$ cat config.mk
export PLATFORM = sky130hd
export DESIGN_NAME = string_escape_utf8_decoder
export DESIGN_NICKNAME = d
export VERILOG_FILES = /design/src/sv/seud_pkg.sv /design/src/sv/seud_decode.sv /design/src/sv/string_escape_utf8_decoder.sv
export VERILOG_INCLUDE_DIRS = /design/src /design/src/sv
export SDC_FILE = /design/constraint.sdc
export NUM_CORES = 1
export LEC_CHECK = 0
export BUFFER_PORTS_ARGS = -buffer_cell sky130_fd_sc_hd__buf_2
export CAP_MARGIN = 20
export CORE_ASPECT_RATIO = 1.75
export CORE_UTILIZATION = 30
export DETAILED_ROUTE_END_ITERATION = 6
export GPL_TIMING_DRIVEN = 1
export SYNTH_ARGS = -nofsm -noshare
export SYNTH_HDL_FRONTEND = slang
export SYNTH_SLANG_ARGS = --single-unit
$ cat constraint.sdc
create_clock -name aclk -period 5.7 [get_ports aclk]
set_input_delay 0.855 -clock aclk [delete_from_list [all_inputs] [get_ports aclk]]
set_output_delay 0.855 -clock aclk [all_outputs]
set_load 0.05 [all_outputs]
$ cat src/sv/string_escape_utf8_decoder_assert.svh
// Assertion macros shared by the string escape decoder RTL.
`ifndef STRING_ESCAPE_UTF8_DECODER_ASSERT_SVH
`define STRING_ESCAPE_UTF8_DECODER_ASSERT_SVH

`ifndef NO_ASSERTIONS
`define SEUD_ASSERT_CLK(lbl, clk, rstn, prop, msg) \
    lbl: assert property (@(posedge clk) disable iff (!rstn) prop) else $error(msg);
`define SEUD_ASSERT(lbl, prop, msg) `SEUD_ASSERT_CLK(lbl, aclk, aresetn, prop, msg)
`else
`define SEUD_ASSERT_CLK(lbl, clk, rstn, prop, msg)
`define SEUD_ASSERT(lbl, prop, msg)
`endif

`endif

$ cat src/sv/seud_pkg.sv
// Shared types for the string escape decoder.
package seud_pkg;

    localparam int GrpBytes = 4;

    // Results caused by one input beat; cnt_m1 is the result count minus one.
    typedef struct packed {
        logic [GrpBytes-1:0][7:0] data;
        logic [1:0]               cnt_m1;
        logic                     err;
        logic                     str_end;
    } seud_grp_t;

endpackage

$ cat src/sv/seud_decode.sv
// Escape decoder state and per-byte decode into a group of up to four results.
module seud_decode (
    input  logic                aclk,
    input  logic                aresetn,
    input  logic                in_accept,
    input  logic [7:0]          in_byte,
    input  logic                in_last,
    output seud_pkg::seud_grp_t grp,
    output logic                grp_valid
);
    import seud_pkg::*;

    localparam logic [2:0] MODE_PLAIN = 3'd0;
    localparam logic [2:0] MODE_ESC   = 3'd1;
    localparam logic [2:0] MODE_HEX   = 3'd2;
    localparam logic [2:0] MODE_RAW   = 3'd3;
    localparam logic [2:0] MODE_DROP  = 3'd4;

    localparam logic [7:0] CH_BSLASH = 8'h5C;
    localparam logic [7:0] CH_APOS   = 8'h27;
    localparam logic [7:0] CH_QUOTE  = 8'h22;
    localparam logic [7:0] CH_LO_B   = 8'h62;
    localparam logic [7:0] CH_UP_B   = 8'h42;
    localparam logic [7:0] CH_LO_F   = 8'h66;
    localparam logic [7:0] CH_UP_F   = 8'h46;
    localparam logic [7:0] CH_LO_N   = 8'h6E;
    localparam logic [7:0] CH_UP_N   = 8'h4E;
    localparam logic [7:0] CH_LO_R   = 8'h72;
    localparam logic [7:0] CH_UP_R   = 8'h52;
    localparam logic [7:0] CH_LO_T   = 8'h74;
    localparam logic [7:0] CH_UP_T   = 8'h54;
    localparam logic [7:0] CH_LO_X   = 8'h78;
    localparam logic [7:0] CH_UP_X   = 8'h58;
    localparam logic [7:0] CH_LO_U   = 8'h75;
    localparam logic [7:0] CH_UP_U   = 8'h55;

    localparam logic [7:0] CTL_BS  = 8'h08;
    localparam logic [7:0] CTL_FF  = 8'h0C;
    localparam logic [7:0] CTL_LF  = 8'h0A;
    localparam logic [7:0] CTL_CR  = 8'h0D;
    localparam logic [7:0] CTL_TAB = 8'h09;

    localparam logic [31:0] CP_MAX1 = 32'h0000_007F;
    localparam logic [31:0] CP_MAX2 = 32'h0000_07FF;
    localparam logic [31:0] CP_MAX3 = 32'h0000_FFFF;
    localparam logic [31:0] CP_MAX  = 32'h0010_FFFF;
    localparam logic [7:0]  LEAD2   = 8'hC0;
    localparam logic [7:0]  LEAD3   = 8'hE0;
    localparam logic [7:0]  LEAD4   = 8'hF0;
    localparam logic [7:0]  CONT    = 8'h80;

    logic [2:0]  mode_reg, mode_next;
    logic [3:0]  needed_reg, needed_next;
    logic [3:0]  seen_reg, seen_next;
    logic [31:0] acc_reg, acc_next;
    logic [1:0]  raw_reg, raw_next;

    logic [3:0]  hex_d;
    logic        hex_ok;
    logic [31:0] acc_sh;
    logic [3:0]  seen_inc;
    logic [20:0] cp;
    logic        fail;
    logic        err;
    logic [2:0]  n;
    logic [2:0]  n_m1;
    logic [GrpBytes-1:0][7:0] bytes;

    always_comb begin
        hex_ok = 1'b1;
        hex_d  = 4'd0;
        if (in_byte >= 8'h30 && in_byte <= 8'h39) begin
            hex_d = in_byte[3:0];
        end else if ((in_byte >= 8'h61 && in_byte <= 8'h66) ||
                     (in_byte >= 8'h41 && in_byte <= 8'h46)) begin
            hex_d = in_byte[3:0] + 4'd9;
        end else begin
            hex_ok = 1'b0;
        end
    end

    assign acc_sh   = {acc_reg[27:0], hex_d};
    assign seen_inc = seen_reg + 4'd1;
    assign cp       = acc_sh[20:0];

    always_comb begin
        mode_next   = mode_reg;
        needed_next = needed_reg;
        seen_next   = seen_reg;
        acc_next    = acc_reg;
        raw_next    = raw_reg;
        fail        = 1'b0;
        err         = 1'b0;
        n           = 3'd0;
        bytes       = '0;

        case (mode_reg)
            MODE_ESC: begin
                mode_next = MODE_PLAIN;
                n         = 3'd1;
                case (in_byte)
                    CH_BSLASH, CH_APOS, CH_QUOTE: bytes[0] = in_byte;
                    CH_LO_B, CH_UP_B:             bytes[0] = CTL_BS;
                    CH_LO_F, CH_UP_F:             bytes[0] = CTL_FF;
                    CH_LO_N, CH_UP_N:             bytes[0] = CTL_LF;
                    CH_LO_R, CH_UP_R:             bytes[0] = CTL_CR;
                    CH_LO_T, CH_UP_T:             bytes[0] = CTL_TAB;
                    CH_LO_X, CH_UP_X: begin
                        bytes[0]  = CH_BSLASH;
                        bytes[1]  = in_byte;
                        n         = 3'd2;
                        mode_next = MODE_RAW;
                        raw_next  = 2'd2;
                    end
                    CH_LO_U, CH_UP_U: begin
                        n           = 3'd0;
                        mode_next   = MODE_HEX;
                        needed_next = (in_byte == CH_LO_U) ? 4'd4 : 4'd8;
                        seen_next   = 4'd0;
                        acc_next    = '0;
                        fail        = in_last;
                    end
                    default: fail = 1'b1;
                endcase
            end
            MODE_HEX: begin
                if (!hex_ok) begin
                    fail = 1'b1;
                end else begin
                    acc_next  = acc_sh;
                    seen_next = seen_inc;
                    if (seen_inc >= needed_reg) begin
                        if (acc_sh > CP_MAX) begin
                            fail = 1'b1;
                        end else begin
                            if (acc_sh <= CP_MAX1) begin
                                bytes[0] = {1'b0, cp[6:0]};
                                n        = 3'd1;
                            end else if (acc_sh <= CP_MAX2) begin
                                bytes[0] = LEAD2 | {3'b000, cp[10:6]};
                                bytes[1] = CONT | {2'b00, cp[5:0]};
                                n        = 3'd2;
                            end else if (acc_sh <= CP_MAX3) begin
                                bytes[0] = LEAD3 | {4'h0, cp[15:12]};
                                bytes[1] = CONT | {2'b00, cp[11:6]};
                                bytes[2] = CONT | {2'b00, cp[5:0]};
                                n        = 3'd3;
                            end else begin
                                bytes[0] = LEAD4 | {5'b00000, cp[20:18]};
                                bytes[1] = CONT | {2'b00, cp[17:12]};
                                bytes[2] = CONT | {2'b00, cp[11:6]};
                                bytes[3] = CONT | {2'b00, cp[5:0]};
                                n        = 3'd4;
                            end
                            mode_next   = MODE_PLAIN;
                            needed_next = 4'd0;
                            seen_next   = 4'd0;
                            acc_next    = '0;
                        end
                    end else if (in_last) begin
                        fail = 1'b1;
                    end
                end
            end
            MODE_RAW: begin
                bytes[0] = in_byte;
                n        = 3'd1;
                raw_next = raw_reg - 2'd1;
                if (raw_reg == 2'd1) begin
                    mode_next = MODE_PLAIN;
                end
            end
            MODE_DROP: begin
                // dropped bytes are silent; the closing byte reports the error
                if (in_last) begin
                    n   = 3'd1;
                    err = 1'b1;
                end
            end
            default: begin
                if (in_byte == CH_BSLASH && !in_last) begin
                    mode_next = MODE_ESC;
                end else begin
                    bytes[0] = in_byte;
                    n        = 3'd1;
                end
            end
        endcase

        if (fail) begin
            bytes     = '0;
            n         = 3'd1;
            err       = 1'b1;
            mode_next = MODE_DROP;
        end

        if (in_last) begin
            mode_next   = MODE_PLAIN;
            needed_next = 4'd0;
            seen_next   = 4'd0;
            acc_next    = '0;
            raw_next    = 2'd0;
        end
    end

    assign n_m1          = n - 3'd1;
    assign grp.data      = bytes;
    assign grp.cnt_m1    = n_m1[1:0];
    assign grp.err       = err;
    assign grp.str_end   = in_last;
    assign grp_valid     = (n != 3'd0);

    always_ff @(posedge aclk) begin
        if (!aresetn) begin
            mode_reg   <= MODE_PLAIN;
            needed_reg <= 4'd0;
            seen_reg   <= 4'd0;
            acc_reg    <= '0;
            raw_reg    <= 2'd0;
        end else if (in_accept) begin
            mode_reg   <= mode_next;
            needed_reg <= needed_next;
            seen_reg   <= seen_next;
            acc_reg    <= acc_next;
            raw_reg    <= raw_next;
        end
    end

endmodule

$ cat src/sv/string_escape_utf8_decoder.sv
// Top level: string literal escape decoder with UTF-8 output and result queue.
// Takes one content byte of a quoted literal per beat (tlast on its final byte) and
// returns the decoded bytes, with \uXXXX and \UXXXXXXXX turned into 1 to 4 UTF-8 bytes.
// Each input beat is decoded in the cycle it is accepted and its results go into a
// two-entry group queue; the output sends one result per cycle unless m_tready stalls
// it. Plain bytes and simple escapes thus run at one input byte per cycle with no gaps
// while the output is not stalled. A byte with N results takes N output beats, so a run
// of UTF-8 bursts limits the input to the output beat rate once both entries are taken.
// A malformed escape yields one error beat, the rest of the literal is dropped, and the
// literal's final byte closes it with an error beat flagged as string end.
`include "string_escape_utf8_decoder_assert.svh"

module string_escape_utf8_decoder (
    input  logic       aclk,
    input  logic       aresetn,
    input  logic       s_tvalid,
    output logic       s_tready,
    input  logic [7:0] s_tdata,   // [7:0] in_byte
    input  logic       s_tlast,   // last_byte
    output logic       m_tvalid,
    input  logic       m_tready,
    output logic [7:0] m_tdata,   // [7:0] out_byte
    output logic       m_tlast,   // run_last
    output logic [1:0] m_tuser    // [0] string_end, [1] error
);
    import seud_pkg::*;

    seud_grp_t  dec_grp;
    logic       dec_valid;
    logic       s_accept;
    logic       push;
    logic       pop;
    logic       beat;
    logic       last_beat;

    seud_grp_t  grp_reg [2];
    seud_grp_t  head;
    logic       wr_ptr_reg, rd_ptr_reg;
    logic [1:0] cnt_reg, cnt_next;
    logic [1:0] idx_reg, idx_next;

    assign s_accept = s_tvalid && s_tready;

    seud_decode u_decode (
        .aclk      (aclk),
        .aresetn   (aresetn),
        .in_accept (s_accept),
        .in_byte   (s_tdata),
        .in_last   (s_tlast),
        .grp       (dec_grp),
        .grp_valid (dec_valid)
    );

    assign head      = grp_reg[rd_ptr_reg];
    assign s_tready  = (cnt_reg != 2'd2);
    assign m_tvalid  = (cnt_reg != 2'd0);
    assign beat      = m_tvalid && m_tready;
    assign last_beat = (idx_reg == head.cnt_m1);
    assign pop       = beat && last_beat;
    assign push      = s_accept && dec_valid;

    assign m_tdata    = head.data[idx_reg];
    assign m_tlast    = last_beat;
    assign m_tuser[0] = head.str_end && last_beat;
    assign m_tuser[1] = head.err;

    always_comb begin
        cnt_next = cnt_reg;
        if (push && !pop) begin
            cnt_next = cnt_reg + 2'd1;
        end else if (pop && !push) begin
            cnt_next = cnt_reg - 2'd1;
        end
        idx_next = idx_reg;
        if (pop) begin
            idx_next = 2'd0;
        end else if (beat) begin
            idx_next = idx_reg + 2'd1;
        end
    end

    always_ff @(posedge aclk) begin
        if (!aresetn) begin
            wr_ptr_reg <= 1'b0;
            rd_ptr_reg <= 1'b0;
            cnt_reg    <= 2'd0;
            idx_reg    <= 2'd0;
        end else begin
            cnt_reg <= cnt_next;
            idx_reg <= idx_next;
            if (push) begin
                wr_ptr_reg <= ~wr_ptr_reg;
            end
            if (pop) begin
                rd_ptr_reg <= ~rd_ptr_reg;
            end
        end
    end

    always_ff @(posedge aclk) begin
        if (push) begin
            grp_reg[wr_ptr_reg] <= dec_grp;
        end
    end

    `SEUD_ASSERT(a_cnt_range, cnt_reg != 2'd3, "result queue count out of range")
    `SEUD_ASSERT(a_err_single, m_tvalid && m_tuser[1] |-> m_tlast && m_tdata == 8'h00, "error beat not a lone zero result")
    `SEUD_ASSERT(a_idx_bound, m_tvalid |-> idx_reg <= head.cnt_m1, "result index past group end")
    `SEUD_ASSERT(a_push_count, push && !pop |=> cnt_reg == $past(cnt_reg) + 2'd1, "queue count missed a push")

endmodule

# Word level (Yosys, flattened, before mapping)
# Memories as Yosys holds them, arrays and structs flattened. A register that Yosys moved wholly into a read port is not among the register bits.
# Index checks and enable logic that the tools add are counted.
# totals
in_bits	13
register_bits	47
out_inout_bits	13
mem_count	1
wordCells	179
ramBits	72
# mem_list
memory	depth	width	rd	rd_clocked_by_memory_dff	wr	line_no	rtl
grp_reg	2	36	1	1	1	string_escape_utf8_decoder.sv:36	seud_grp_t grp_reg [2];
# op_classes
order_cmp	12
eq_ne	34
mux	78
addsub	7
bitwise	3
reduce_logical	35
# op_table
cell	count
28-bit 2-to-1 mux	5
32-bit 2-to-1 mux	4
8-bit by 7-bit == test with 1-bit output (second input constant)	15
28-bit case mux with 2 select lines	1
8-bit case mux with 7 select lines	1
4-bit 2-to-1 mux	13
16-bit 2-to-1 mux	3
3-bit 2-to-1 mux	14
8-bit 2-to-1 mux	5
32-bit by 21-bit > comparator with 1-bit output (second input constant)	1
32-bit by 11-bit <= comparator with 1-bit output (second input constant)	1
32-bit by 16-bit <= comparator with 1-bit output (second input constant)	1
32-bit by 7-bit <= comparator with 1-bit output (second input constant)	1
8-bit case mux with 4 select lines	1
24-bit 2-to-1 mux	1
3-bit case mux with 4 select lines	2
22-bit 2-to-1 mux	1
8-bit binary-select mux with 2-bit select	1
8-bit by 6-bit == test with 1-bit output (second input constant)	2
8-bit by 7-bit >= comparator with 1-bit output (second input constant)	2
8-bit by 7-bit <= comparator with 1-bit output (second input constant)	2
4-bit case mux with 2 select lines	2
8-bit case mux with 2 select lines	1
2-bit OR reduction	8
other kinds (35)	81

# Logic depth before layout (Yosys ltp)
# depth
word_depth	20
depth_mapped	16
ltp_nobuf	16

# By module
# A second synthesis with hierarchy kept.
# unflattened
hier_cells	517
area_unflattened_um2	5903.2
# modules_own_cells
mod	seq_area_each_um2	cells_per_inst	instances	area_per_inst_um2
string_escape_utf8_decoder	2302.2	149	1	3094.2
seud_decode	780.7	368	1	2808.9

# Least setup slack after synthesis
# Ideal clock, no wire load.
# synth_timing
path_kind	input-to-reg
from	input s_tdata[0]
to	memory grp_reg[0][0] (netlist name) (enable)
required_ps	5271
slack_ps	279
arrival_ps	4992
path_stages	12
setup_time_ps	429
cell_sequence	clkbuf_1 inv_1 ha_1 nor3b_1 or3_4 a2111oi_4 nand2_2 o31a_1 and3_1 ha_1 a21oi_4 nor2b_1
# synth_between
elab_chain_len	18
elab_cells_between_ends	59
classes_between	add/sub (1); order compare (10); eq/ne (17); mux (21); reduce/logical (10)
# synth_lines
item	line_no	rtl
from (decl)	string_escape_utf8_decoder.sv:18	input logic [7:0] s_tdata,
8-bit by 7-bit >= comparator with 1-bit output, or another cell as far along	seud_decode.sv:74	end else if ((in_byte >= 8'h61 && in_byte <= 8'h66) ||
1-bit logical AND (on tied branches)	seud_decode.sv:74, seud_decode.sv:75	
1-bit logical OR	seud_decode.sv:74	
4-bit 2-to-1 mux	seud_decode.sv:74	
4-bit 2-to-1 mux	seud_decode.sv:72	if (in_byte >= 8'h30 && in_byte <= 8'h39) begin
32-bit by 16-bit <= comparator with 1-bit output	seud_decode.sv:143	end else if (acc_sh <= CP_MAX3) begin
3-bit 2-to-1 mux	seud_decode.sv:143	
3-bit 2-to-1 mux	seud_decode.sv:139	end else if (acc_sh <= CP_MAX2) begin
[3 not listed]	n/a	
3-bit 2-to-1 mux	seud_decode.sv:127	if (!hex_ok) begin
3-bit case mux with 4 select lines	seud_decode.sv:97	case (mode_reg)
3-bit 2-to-1 mux (*)	seud_decode.sv:190	if (fail) begin
3-bit nonzero test (*)	seud_decode.sv:211	assign grp_valid = (n != 3'd0);
1-bit logical AND (*)	string_escape_utf8_decoder.sv:60	assign push = s_accept && dec_valid;
via push	string_escape_utf8_decoder.sv:31	logic push;
1-bit 2-to-1 mux (*)	string_escape_utf8_decoder.sv:101	if (push) begin
1-bit 2-to-1 mux (not written as such) (*)	string_escape_utf8_decoder.sv:102	grp_reg[wr_ptr_reg] <= dec_grp;
to (decl)	string_escape_utf8_decoder.sv:36	
# Mark *: on every way through the listed nets, which the timed path passes. The rest lies on a longest branch.

# Final worst setup path
# layout_timing
from	input s_tdata[0]
to	register cnt_reg[1]
# layout_between
elab_chain_len	19
elab_cells_between_ends	62
classes_between	add/sub (1); order compare (10); eq/ne (17); mux (20); reduce/logical (14)
# layout_lines
item	line_no	rtl
8-bit by 7-bit >= comparator with 1-bit output, or another cell as far along	seud_decode.sv:74	
1-bit logical AND (on tied branches)	seud_decode.sv:74, seud_decode.sv:75	
1-bit logical OR	seud_decode.sv:74	
4-bit 2-to-1 mux	seud_decode.sv:74	
4-bit 2-to-1 mux	seud_decode.sv:72	
32-bit by 16-bit <= comparator with 1-bit output	seud_decode.sv:143	
3-bit 2-to-1 mux	seud_decode.sv:143	
3-bit 2-to-1 mux	seud_decode.sv:139	
[4 not listed]	n/a	
3-bit case mux with 4 select lines	seud_decode.sv:97	
3-bit 2-to-1 mux (*)	seud_decode.sv:190	
3-bit nonzero test (*)	seud_decode.sv:211	
1-bit logical AND (*)	string_escape_utf8_decoder.sv:60	
via push	string_escape_utf8_decoder.sv:31	
1-bit logical NOT	string_escape_utf8_decoder.sv:71	end else if (pop && !push) begin
1-bit logical AND	string_escape_utf8_decoder.sv:71	
2-bit nonzero test (no source line)	n/a	
to (signal assigned)	string_escape_utf8_decoder.sv:89	cnt_reg <= cnt_next;
to (decl)	string_escape_utf8_decoder.sv:39	logic [1:0] cnt_reg, cnt_next;
# Marked as above.
# A chain may end at the register's enable or synchronous reset.

==> flow_summary.toml <==
[outcome]
run_status = "finished, final reports clean"

[yosys]
leading_post_synthesis_cells_by_cell_area = "edfxtp_1 (35%), dfxtp_1 (16%), mux4_2 (5.8%), nand2_1 (5.7%), a21oi_1 (4.6%)"
synthesis.area_per_instance_um2 = 10.4
synth-edff-count = 68
synthesis.yosys.warnings = 0
synth_seq_area_share = 0.509
synth-main-ff-cell = "edfxtp_1"
post-synth-top-area-fraction = 0.351
async_reset_ff_frac = 0
flops_latches_synth = 114
synthesis.nets = 586
netlist_area_um2 = 5820
synthDistinctLibCells = 71
synth_top_cell_by_area = "edfxtp_1"
synthCells = 562

[final_layout]
area.sequential_um2 = 2960
final_layout_size_suffix_gt1_frac = 0.177
num-fill-cells = 1937
largest_register_ff_count = 68
multi_input_logic_area_um2 = 2680
diodes = 0
layout-area-overhead-vs-synth_pct = 18.0
layout.nets = 609

[power]
vdd_drop_max_uv = 188
share_seq_of_total_power = 0.374
power_density_nw_per_um2 = 416
power.share.combinational = 0.242
clock_share_of_power = 0.383
p_leak_uw = 0.00239
sw_frac_of_total = 0.308
cellInternalPower_uw = 1980
switchingPower_uw = 879

[timing]
setup-violations-final = 0
fmax_mhz = 230
final_critical_period_ns = 4.34
finalCritPeriodShare = 0.762
timing.final.hold_violations = 0
final.setup_skew_ns = 0.00916
timing.hold.ws_ns = 0.454
layout_setup_ws_ns = 1.36
tns_ns = 0
normalized_max_slew_margin = 0.402
worst-slew-pin-transition_ns = 0.895
slew_violations = 0
rsz0062_at_grt = "no"

[floorplanning]
dieHeight_um = 186
die_x_um = 107
ios = 26
num_rows = 67
initial_utilization = 0.304
core_box_area_um2 = 19100
fp.dieArea_um2 = 20000

[cts]
cts_sink_count = 114
cts.reportedPaths.clkPinSlew_ns = 0.05
tritoncts_buffer_count = 17
cts_tree = "built"
post_cts.resized_instances = 0
cts_root_buffer = "clkbuf_16"
clock_latency_ns = 0.40
htree_num_levels = 4
cts.path.max_buffers = 2
cts_setup_buffers = 0
ctsHoldBuffers = 0

[setup_path]
crit_required_ns = 6.03
worst_path_largest_cell_delay_ns = 0.54
critical-path-top-cell-by-count = "ha_1"
worstSetupStartpointType = "input pin"
worst_path_max_delay_cell = "a2111o_1"
worstSetupPathType = "input pin to flip-flop"
timing.critical_path.arrival_ns = 4.67
worst-r2r-setup-slack_ns = 1.71
critical_path.cell_chain = "buf_2 -> inv_1 -> ha_1 -> o21bai_1 -> a2111o_1 -> a2111oi_4 -> nand2_2 -> o31a_1 -> and3_1 -> ha_1 -> a21oi_4 -> ha_1 -> or3_1 -> a21oi_1"
worstPathMaxFanout = 14
worst_setup_path_end_kind = "flip-flop"

[drt]
drt_first_iter_violations = 189
detail_route.vias_per_cell = 5.35
detail_route.wl_per_cell_um = 18.4
post-route-drc-count = 0
wirelength_um = 15500
via_count = 4488
final_antenna_net_count = 0
detail_route.first_pass.iterations = 5

[place]
hpwl_um = 11600
numPortBuffers = 25
post-place-ws_ns = 1.01
place.gp.congestion = 0.963

[global_route]
grt_first_pass_wirelength_um = 24400
grt_usage = 0.162
vias_in_the_first_global_route = 4542
grt_start_max_net_pins = 33
grt_antenna_before_repair = 0
grt_overflow = 0

[run]
cap_viol_max_count = 0

[min_path]
min-delay-path-class = "flip-flop to flip-flop"
layer usage:
layer	up-vias	GRT usage	routed length [um]
met4	0	0.111	897
met2	118	0.303	8430
li1	2133	-	-
met5	-	0	0
met1	2185	0.160	5760
met3	52	0.0296	372
power by group through the flow:
stage / clock (uW) / sequential, uW / combinational [uW]
2_1_floorplan: 0 / 1050 / 541
3_3_place_gp: 0 / 1080 / 688
3_5_place_dp: 0 / 1090 / 692
4_1_cts: 1110 / 1070 / 694
5_1_grt: 1150 / 1080 / 740
6_report: 1090 / 1070 / 692
cells in the mapped netlist (7+ instances only):
| library cell | n |
|---|---|
| and2_1 | 7 |
| inv_1 | 15 |
| clkbuf_1 | 22 |
| ha_1 | 11 |
| nor3_1 | 16 |
| mux2_2 | 10 |
| a21oi_1 | 54 |
| dfxtp_1 | 46 |
| nor2b_1 | 7 |
| mux4_2 | 15 |
| edfxtp_1 | 68 |
| a211oi_1 | 10 |
| nor2_1 | 40 |
| xnor2_1 | 7 |
| nor4_1 | 9 |
| o21ai_0 | 15 |
| buf_2 | 7 |
| nand3_1 | 12 |
| nand2_1 | 89 |
| or3_1 | 8 |
path summary, 6_finish.rpt:
| check | end | cells past startpoint | start |
|---|---|---|---|
| max reg2reg | cnt_reg[1]$_SDFFE_PN0P_ | 12 | u_decode.acc_reg[13]$_SDFFE_PN0P_ |
| max | cnt_reg[1]$_SDFFE_PN0P_ | 14 | s_tdata[0] |
| min reg2reg | u_decode.acc_reg[24]$_SDFFE_PN0P_ | 2 | u_decode.acc_reg[24]$_SDFFE_PN0P_ |
| min | u_decode.acc_reg[24]$_SDFFE_PN0P_ | 2 | u_decode.acc_reg[24]$_SDFFE_PN0P_ |
metrics by stage:
step,instance area [um^2],power [uW],utilization,std cells
finish,6860,2850,0.359,839
global route,6860,2970,0.359,839
CTS,6820,2870,0.357,837
detailed placement,6200,1780,0.324,805
global placement,6200,1770,0.324,805
floorplan,5820,1590,-,562
placed cells by master, fill, tap and decap left out, types with 3 or more instances in the layout:
cell        count
a211oi_1       10
mux2i_1         5
a21oi_1        54
a221oi_1        4
clkinvlp_4      6
inv_1          15
bufinv_16       4
xor2_1          6
nor2_1         40
mux4_2         15
nand3_1        12
o31a_1          4
and3_1          3
buf_2          25
nor4_1          9
nand2_1        89
nor3_1         16
xnor2_1         7
o21ai_0        15
and2_1          7
a22oi_1         4
clkbuf_16      17
edfxtp_1       68
buf_4          10
nand2b_1        6
o31ai_1         5
o21bai_1        4
or3_1           8
mux2_2         10
o211ai_1        3
ha_1           11
nor2b_1         6
dfxtp_1        46
cells by family after synthesis:
logic type,share of synthesized area
compound gates,0.152
xor+xnor,0.0196
mux,0.0860
fa+ha+maj,0.0237
flops,0.509
simple gates,0.177
buf+inv,0.0325
cell type report:
type                    instances  area share
clock buffers                  18      0.0625
clock inverters                14      0.0274
inverters                      15     0.00821
multi-input cells             400       0.391
flip-flops and latches        114       0.432
well taps                     241      0.0439
repair buffers                 37      0.0354
worst max-delay path: cells and delay by family:
kind | cells | cell delay (ns)
adder cells (fa/ha/maj) | 3 | 0.86
buffers and inverters | 2 | 0.33
AO/OA/AOI/OAI | 6 | 1.79
AND/OR/NAND/NOR | 3 | 0.84
No activity file was read; power rests on OpenSTA's default activity.
